### config.mk
export PLATFORM = sky130hd
export DESIGN_NAME = deadline_sorted_queue_flat
export DESIGN_NICKNAME = d
export VERILOG_FILES = /design/src/rtl/core/dsq_pkg.sv /design/src/rtl/core/dsq_req_if.sv /design/src/rtl/core/dsq_rsp_if.sv /design/src/rtl/core/dsq_cell.sv /design/src/rtl/core/deadline_sorted_queue.sv /design/src/flat_wrapper.sv
export VERILOG_INCLUDE_DIRS = /design/src /design/src/rtl/core
export SDC_FILE = /design/constraint.sdc
export NUM_CORES = 2
export LEC_CHECK = 0
export ABC_AREA = 1
export BUFFER_PORTS_ARGS = -buffer_cell sky130_fd_sc_hd__buf_4
export CORE_AREA = 2 2 358 448
export DETAILED_ROUTE_END_ITERATION = 10
export DIE_AREA = 0 0 360 450
export GPL_TIMING_DRIVEN = 0
export RECOVER_POWER = 50
export SYNTH_ARGS = -nofsm -noshare
export SYNTH_HDL_FRONTEND = slang
export SYNTH_SLANG_ARGS = --single-unit
### constraint.sdc
create_clock -name clk -period 11.4 [get_ports clk]
set_input_delay 0.57 -clock clk [delete_from_list [all_inputs] [get_ports clk]]
set_output_delay 0.57 -clock clk [all_outputs]
set_load 0.01 [all_outputs]
### src/rtl/core/deadline_sorted_queue_macros.svh
// Assertion helpers used by the queue RTL.
`ifndef DEADLINE_SORTED_QUEUE_MACROS_SVH
`define DEADLINE_SORTED_QUEUE_MACROS_SVH

// Same-cycle implication, checked outside reset.
`define DSQ_ASSERT_NOW(label, ante, cons) \
  label: assert property (@(posedge clk) disable iff (rst) (ante) |-> (cons)) \
    else $error("%m: check failed");

// Next-cycle implication, checked outside reset.
`define DSQ_ASSERT_NEXT(label, ante, cons) \
  label: assert property (@(posedge clk) disable iff (rst) (ante) |=> (cons)) \
    else $error("%m: check failed");

`endif

### src/rtl/core/dsq_pkg.sv
package dsq_pkg;

  localparam int DEPTH_DEFAULT = 16;

  localparam int REQ_W  = 2;
  localparam int TASK_W = 16;
  localparam int DL_W   = 32;
  localparam int ST_W   = 2;
  localparam int OCC_W  = 5;

  // Request codes; code 3 is unused and leaves the queue alone
  typedef enum logic [REQ_W-1:0] {
    REQ_INSERT    = 2'd0,
    REQ_POP_EARLY = 2'd1,
    REQ_POP_LATE  = 2'd2
  } req_type_t;

  // Result status codes
  typedef enum logic [ST_W-1:0] {
    ST_OK    = 2'd0,
    ST_EMPTY = 2'd1,
    ST_FULL  = 2'd2
  } status_t;

  // One queued entry
  typedef struct packed {
    logic [TASK_W-1:0] task_id;
    logic [DL_W-1:0]   deadline;
  } entry_t;

  // Broadcast from the control to every cell
  typedef struct packed {
    logic   ins_en;
    logic   pop_en;
    entry_t item;
  } cell_ctrl_t;

endpackage

### src/rtl/core/dsq_req_if.sv
interface dsq_req_if import dsq_pkg::*; ();
  logic              valid;
  logic              ready;
  logic [REQ_W-1:0]  req_type;
  logic [TASK_W-1:0] task_id;
  logic [DL_W-1:0]   deadline_in;

  modport source (output valid, output req_type, output task_id, output deadline_in,
                  input ready);
  modport sink   (input valid, input req_type, input task_id, input deadline_in,
                  output ready);
endinterface

### src/rtl/core/dsq_rsp_if.sv
interface dsq_rsp_if import dsq_pkg::*; ();
  logic              valid;
  logic              ready;
  logic [ST_W-1:0]   status;
  logic [TASK_W-1:0] out_task_id;
  logic [DL_W-1:0]   out_deadline;
  logic [OCC_W-1:0]  occupancy;

  modport source (output valid, output status, output out_task_id, output out_deadline,
                  output occupancy, input ready);
  modport sink   (input valid, input status, input out_task_id, input out_deadline,
                  input occupancy, output ready);
endinterface

### src/rtl/core/dsq_cell.sv
// One slot of the sorted chain. Holds an entry and trades it with its neighbors.
module dsq_cell import dsq_pkg::*; (
  input  logic       clk,
  input  cell_ctrl_t ctrl,
  input  logic       occ,
  input  logic       left_take,
  input  entry_t     left_data,
  input  entry_t     right_data,
  output logic       take,
  output entry_t     data
);

  // This slot lies at or behind the insert point: empty, or strictly later deadline
  assign take = !occ || (data.deadline > ctrl.item.deadline);

  // Insert shifts everything behind the insert point one slot back;
  // pop of the earliest shifts everything one slot forward
  always_ff @(posedge clk) begin
    if (ctrl.ins_en && take) begin
      data <= left_take ? left_data : ctrl.item;
    end else if (ctrl.pop_en) begin
      data <= right_data;
    end
  end

endmodule

### src/rtl/core/deadline_sorted_queue.sv
// Earliest-deadline-first queue of up to DEPTH (task id, deadline) entries, kept in
// ascending deadline order in a chain of cells; equal deadlines leave the head first in,
// first out. For every request (insert, pop earliest, pop latest) all cells compare their
// deadline with the new one in parallel, so a request can be accepted on every clock that
// the output register is free, and its result appears in the output register on the next
// cycle. A new request is accepted whenever the output register is empty or being
// drained. An insert into a full queue returns status full; a pop from an empty queue
// returns status empty. Occupancy reports the count after the request, modulo 32.
`include "deadline_sorted_queue_macros.svh"

module deadline_sorted_queue import dsq_pkg::*; #(
  parameter int DEPTH = DEPTH_DEFAULT
) (
  input  logic       clk,
  input  logic       rst,
  dsq_req_if.sink    req,
  dsq_rsp_if.source  rsp
);

  localparam int CW = $clog2(DEPTH + 1);

  logic [CW-1:0] count;
  logic [CW-1:0] count_next;
  logic          accept;
  logic          full;
  logic          empty;

  logic [DEPTH-1:0] occ;
  logic [DEPTH-1:0] last;
  logic [DEPTH-1:0] take;
  logic [DEPTH-1:0] left_take;
  entry_t           cdata      [DEPTH];
  entry_t           left_data  [DEPTH];
  entry_t           right_data [DEPTH];

  cell_ctrl_t ctrl;
  entry_t     latest;
  req_type_t  rtype;

  status_t           status_next;
  logic [TASK_W-1:0] task_next;
  logic [DL_W-1:0]   dl_next;

  // Output register; a new item enters when it is empty or being taken
  assign req.ready = !rsp.valid || rsp.ready;
  assign accept    = req.valid && req.ready;

  assign full  = (count == CW'(DEPTH));
  assign empty = (count == '0);
  assign rtype = req_type_t'(req.req_type);

  // Cell chain with neighbor wiring
  for (genvar i = 0; i < DEPTH; i++) begin : g_cell
    assign occ[i] = (CW'(i) < count);

    if (i == 0) begin : g_head
      assign left_take[i] = 1'b0;
      assign left_data[i] = '0;
    end else begin : g_body
      assign left_take[i] = take[i-1];
      assign left_data[i] = cdata[i-1];
    end

    if (i == DEPTH - 1) begin : g_tail
      assign right_data[i] = '0;
      assign last[i]       = occ[i];
    end else begin : g_mid
      assign right_data[i] = cdata[i+1];
      assign last[i]       = occ[i] && !occ[i+1];
    end

    dsq_cell u_cell (
      .clk        (clk),
      .ctrl       (ctrl),
      .occ        (occ[i]),
      .left_take  (left_take[i]),
      .left_data  (left_data[i]),
      .right_data (right_data[i]),
      .take       (take[i]),
      .data       (cdata[i])
    );
  end

  // Latest entry: one-hot select of the last occupied cell
  always_comb begin
    latest = '0;
    for (int i = 0; i < DEPTH; i++) begin
      if (last[i]) latest = latest | cdata[i];
    end
  end

  // Request decode
  always_comb begin
    ctrl.ins_en           = 1'b0;
    ctrl.pop_en           = 1'b0;
    ctrl.item.task_id     = req.task_id;
    ctrl.item.deadline    = req.deadline_in;
    count_next            = count;
    status_next           = ST_OK;
    task_next             = '0;
    dl_next               = '0;
    unique case (rtype)
      REQ_INSERT: begin
        if (full) begin
          status_next = ST_FULL;
        end else begin
          ctrl.ins_en = accept;
          count_next  = count + CW'(1);
        end
      end
      REQ_POP_EARLY: begin
        if (empty) begin
          status_next = ST_EMPTY;
        end else begin
          ctrl.pop_en = accept;
          count_next  = count - CW'(1);
          task_next   = cdata[0].task_id;
          dl_next     = cdata[0].deadline;
        end
      end
      REQ_POP_LATE: begin
        if (empty) begin
          status_next = ST_EMPTY;
        end else begin
          count_next = count - CW'(1);
          task_next  = latest.task_id;
          dl_next    = latest.deadline;
        end
      end
      default: begin
      end
    endcase
  end

  // Count and output valid
  always_ff @(posedge clk) begin
    if (rst) begin
      count     <= '0;
      rsp.valid <= 1'b0;
    end else begin
      if (accept) count <= count_next;
      if (accept) begin
        rsp.valid <= 1'b1;
      end else if (rsp.ready) begin
        rsp.valid <= 1'b0;
      end
    end
  end

  // Result payload
  always_ff @(posedge clk) begin
    if (accept) begin
      rsp.status       <= status_next;
      rsp.out_task_id  <= task_next;
      rsp.out_deadline <= dl_next;
      rsp.occupancy    <= OCC_W'(count_next);
    end
  end

  `DSQ_ASSERT_NOW(a_count_max, 1'b1, count <= CW'(DEPTH))
  `DSQ_ASSERT_NOW(a_full_status, rsp.valid && rsp.status == ST_FULL, full)
  `DSQ_ASSERT_NOW(a_sorted_head, count >= CW'(2), cdata[0].deadline <= cdata[1].deadline)
  `DSQ_ASSERT_NEXT(a_insert_grows, accept && rtype == REQ_INSERT && !full,
                   count == $past(count) + CW'(1))
  `DSQ_ASSERT_NEXT(a_pop_shrinks,
                   accept && (rtype == REQ_POP_EARLY || rtype == REQ_POP_LATE) && !empty,
                   count == $past(count) - CW'(1))

endmodule
### src/flat_wrapper.sv
// flat-port wrapper written by rule: the top's interface ports become plain ports
module deadline_sorted_queue_flat import dsq_pkg::*;
#(
  parameter int DEPTH = DEPTH_DEFAULT
)
  (clk, rst, req_valid, req_req_type, req_task_id, req_deadline_in, req_ready, rsp_valid, rsp_status, rsp_out_task_id, rsp_out_deadline, rsp_occupancy, rsp_ready);
  dsq_req_if req_i ();
  dsq_rsp_if rsp_i ();
  input  logic clk;
  input  logic rst;
  input wire logic [$bits(req_i.valid)-1:0] req_valid;
  input wire logic [$bits(req_i.req_type)-1:0] req_req_type;
  input wire logic [$bits(req_i.task_id)-1:0] req_task_id;
  input wire logic [$bits(req_i.deadline_in)-1:0] req_deadline_in;
  output wire logic [$bits(req_i.ready)-1:0] req_ready;
  output wire logic [$bits(rsp_i.valid)-1:0] rsp_valid;
  output wire logic [$bits(rsp_i.status)-1:0] rsp_status;
  output wire logic [$bits(rsp_i.out_task_id)-1:0] rsp_out_task_id;
  output wire logic [$bits(rsp_i.out_deadline)-1:0] rsp_out_deadline;
  output wire logic [$bits(rsp_i.occupancy)-1:0] rsp_occupancy;
  input wire logic [$bits(rsp_i.ready)-1:0] rsp_ready;
  assign req_i.valid = req_valid;
  assign req_i.req_type = req_req_type;
  assign req_i.task_id = req_task_id;
  assign req_i.deadline_in = req_deadline_in;
  assign req_ready = req_i.ready;
  assign rsp_valid = rsp_i.valid;
  assign rsp_status = rsp_i.status;
  assign rsp_out_task_id = rsp_i.out_task_id;
  assign rsp_out_deadline = rsp_i.out_deadline;
  assign rsp_occupancy = rsp_i.occupancy;
  assign rsp_i.ready = rsp_ready;
  deadline_sorted_queue #(.DEPTH(DEPTH)) u_core (.clk(clk), .rst(rst), .req(req_i), .rsp(rsp_i));
endmodule
==> results.cfg <==
[outcome]
status = finished, violations left
violations = capacitance limit, slew limit

[synth]
synth_ff_type = edfxtp_1
yosysSeqAreaShare_pct = 39.6
synth_top_area_share_pct = 39.4
syn_nets = 9455
syn_area_sq_mm = 0.0627
synthTopCellsByCount = nand2_1, nand3_1, edfxtp_1
syn_inst = 8881
netlist_top_cells_area = edfxtp_1, nand2_1, ha_1, nand3_1, a21oi_1
ys_types = 42
ys_async_sr_fraction_pct = 0
synth_seq_cells = 829
synth_area_leader_cell = edfxtp_1
synth_edf_count = 823
yosysMostFrequentCell = nand2_1
yosys_warnings = 0
synth_area_per_cell_sq_um = 7.06

[finish]
finalNetCount = 9631
layout-drive-gt1-share_pct = 4.04
final_util_pct = 43.8
final_cell_area_sq_mm = 0.0690
instances_no_fill = 11206
area_delta_synth_final_pct = 10.0

[setup_path]
start_kind = flop
path_class = flop to flop
crit_chain = clkbuf_1, clkinvlp_2, nand2_1, nor2_1, nand2_1, nand2_1, nor2_1, clkbuf_1, a21oi_1, nand3_1, o21ai_0, nand2_1
arrival_ns = 8.03
critPathMaxFanout = 10
end_kind = flop
max_stage_delay_ns = 1.41
rrSetupSlack_ns = 3.90
worstPathRequired_ns = 11.93
slowest_stage = nor2_1
cpMostUsedCell = nand2_1

[route]
ant_nets = 0
vias_per_cell = 6.04
detail_route.wl_per_cell_um = 32.5
drt_iter0_drc = 9047
drt_pre_antenna_iters = 9
vias = 67679
post-route-drc-count = 0
routed_wl_um = 365000

[placed_design]
placedCellCount = 11018
routabilityCongestion = 1.11
numPortBuffers = 63
placed_area_sq_mm = 0.0661
dpl.hpwl_um = 283000

[pwr]
ir_worst_vdd_mv = 0.129
power_density_mw_per_mm2 = 147
p_leak_uw = 0.0330
power_uw = 10200

[timing]
worst_pin_slew_ns = 3.89
clock.fmax_mhz = 133
totalNegativeSetupSlack_ns = 0
finalSetupViolations = 0
finalMaxSlewViolations = 156
fin_skew_ns = 0.0452
period_share_pct = 65.8
rsz0062_at_grt = no
timing.final.crit_period_ns = 7.50
slew_headroom_pct = -159
finalHoldViolCount = 0

[floorplanning]
die_w_um = 360
num_io_pins = 111
initial_core_util_pct = 39.8
die_h_um = 450
rows = 163
core_sq_mm = 0.158
die_area_sq_mm = 0.162

[clock_network]
cts_tree = yes
cts.clk_slew.worst_paths_ns = 0.07
cts_hold_buf = 0
ctsRootBufferMaster = clkbuf_16
numCtsBuffers = 98
cts_resized = 0
postCtsSetupBuffers = 0
clock_latency_ns = 0.78
clk_path_buf_depth = 3
htree_levels = 3
cts_sinks = 829

[grt]
track_usage_pct = 43.8
antenna_found_initial = 16
grt_pass1_wl_um = 494000
grt_pass1_vias = 62466
grt_max_degree = 49
grt_overflow = 0

[job]
max_cap_violations = 12

[hold_path]
hp-class = primary input to flop
critical path: cells and delay by family (launching register included):
kind	cells	cell delay (ns)
simple gates	7	3.34
buf+inv	3	3.07
compound gates	2	0.54
flops	1	0.31
metal layers:
metal  GRT usage (%)  up-vias  share of wire, %
met5               0        -             0.010
met4            42.6        4                12
met3            8.79     1334               9.6
met2            68.2     4441                44
met1            50.0    32337                35
li1                -    29563                 -
kinds of logic (layout without fill, tap and decap cells):
family / after synthesis / after routing / share of synthesized area, %
AO/OA/AOI/OAI: 538 / 538 / 4.72
XOR/XNOR: 5 / 5 / 0.0698
adder cells (fa/ha/maj): 520 / 520 / 10.4
buffers and inverters: 853 / 1111 / 5.69
flip-flops: 829 / 829 / 39.6
other: 0 / 5 / 0
AND/OR/NAND/NOR: 6136 / 6136 / 39.5
layout make-up:
type                       count  area [sq um]
antenna                        5          12.5
multi-input combinational   7199         34400
clock inverter                69           648
fill                       16709         88700
tap                         2062          2580
inverter                     276          1040
buffer                       577          2420
timing repair buffer          76           529
clock buffer                 113          2560
sequential                   829         24800
through the flow:
stage / hold slack, ns / worst slack [ns]
finish: 0.0475 / 3.90
global route: 0.0613 / 3.60
CTS: 0.00793 / 5.10
detailed placement: 0.516 / 4.32
global placement: 0.518 / 2.49
floorplan: 0.520 / 7.04
cell usage in the layout (no fill, tap or decap), types with 4 or more instances in the layout:
cell type   netlist  final
o21a_1           27     27
o21ai_0         102    102
nand4_1         107    107
inv_2            24     12
edfxtp_1        823    823
clkinv_2          0     18
buf_2           176    134
nor4b_1          22     22
inv_1           251    262
clkinv_1          0     19
clkinv_4          0      8
and3_1            9      9
nor2_2            5      4
ha_1            520    520
bufinv_16         0      9
a22o_1           22     22
buf_1            43     43
buf_12            0      8
clkbuf_16         0     99
nor2_1          216    219
o21ai_1          16     16
clkinvlp_4        0      9
nor3_1           14     14
nand3b_1          9      9
diode_2           0      5
nand3_1         971    971
buf_4            37     26
nand2_4           0      9
nand2_1        4768   4756
dfxtp_1           6      6
nand2_2           6      9
a21o_1           16     16
buf_16            0      4
a211oi_1         16     16
clkbuf_1        320    447
o22ai_1           5      5
a21oi_1         323    323
power by group:
part           internal [uW]  switching (uW)  total [uW]  leakage (uW)
clock                   1820            1560        3380       0.00155
combinational            716            2070        2790        0.0237
sequential              3650             355        4010       0.00772
total                   6190            3990       10200        0.0330
sequential cells by signal, summed over array words and instances (netlist names):
register / count
u_core.count: 5
u_core.rsp.status: 2
u_core.rsp.out_task_id: 16
u_core.rsp.out_deadline: 32
u_core.rsp.occupancy: 5
u_core.g_cell.u_cell.data: 768
u_core.rsp.valid: 1
path summary, 6_finish.rpt:
kind | start | endpoint | cells past startpoint
setup / recovery | u_core.count[4] | u_core.rsp.out_deadline[21] | 12
setup reg to reg | u_core.count[4] | u_core.rsp.out_deadline[21] | 12
hold reg to reg | u_core.rsp.valid | u_core.rsp.valid | 2
hold / removal | rst | u_core.rsp.valid | 2
No activity file was read; power rests on OpenSTA's default activity.
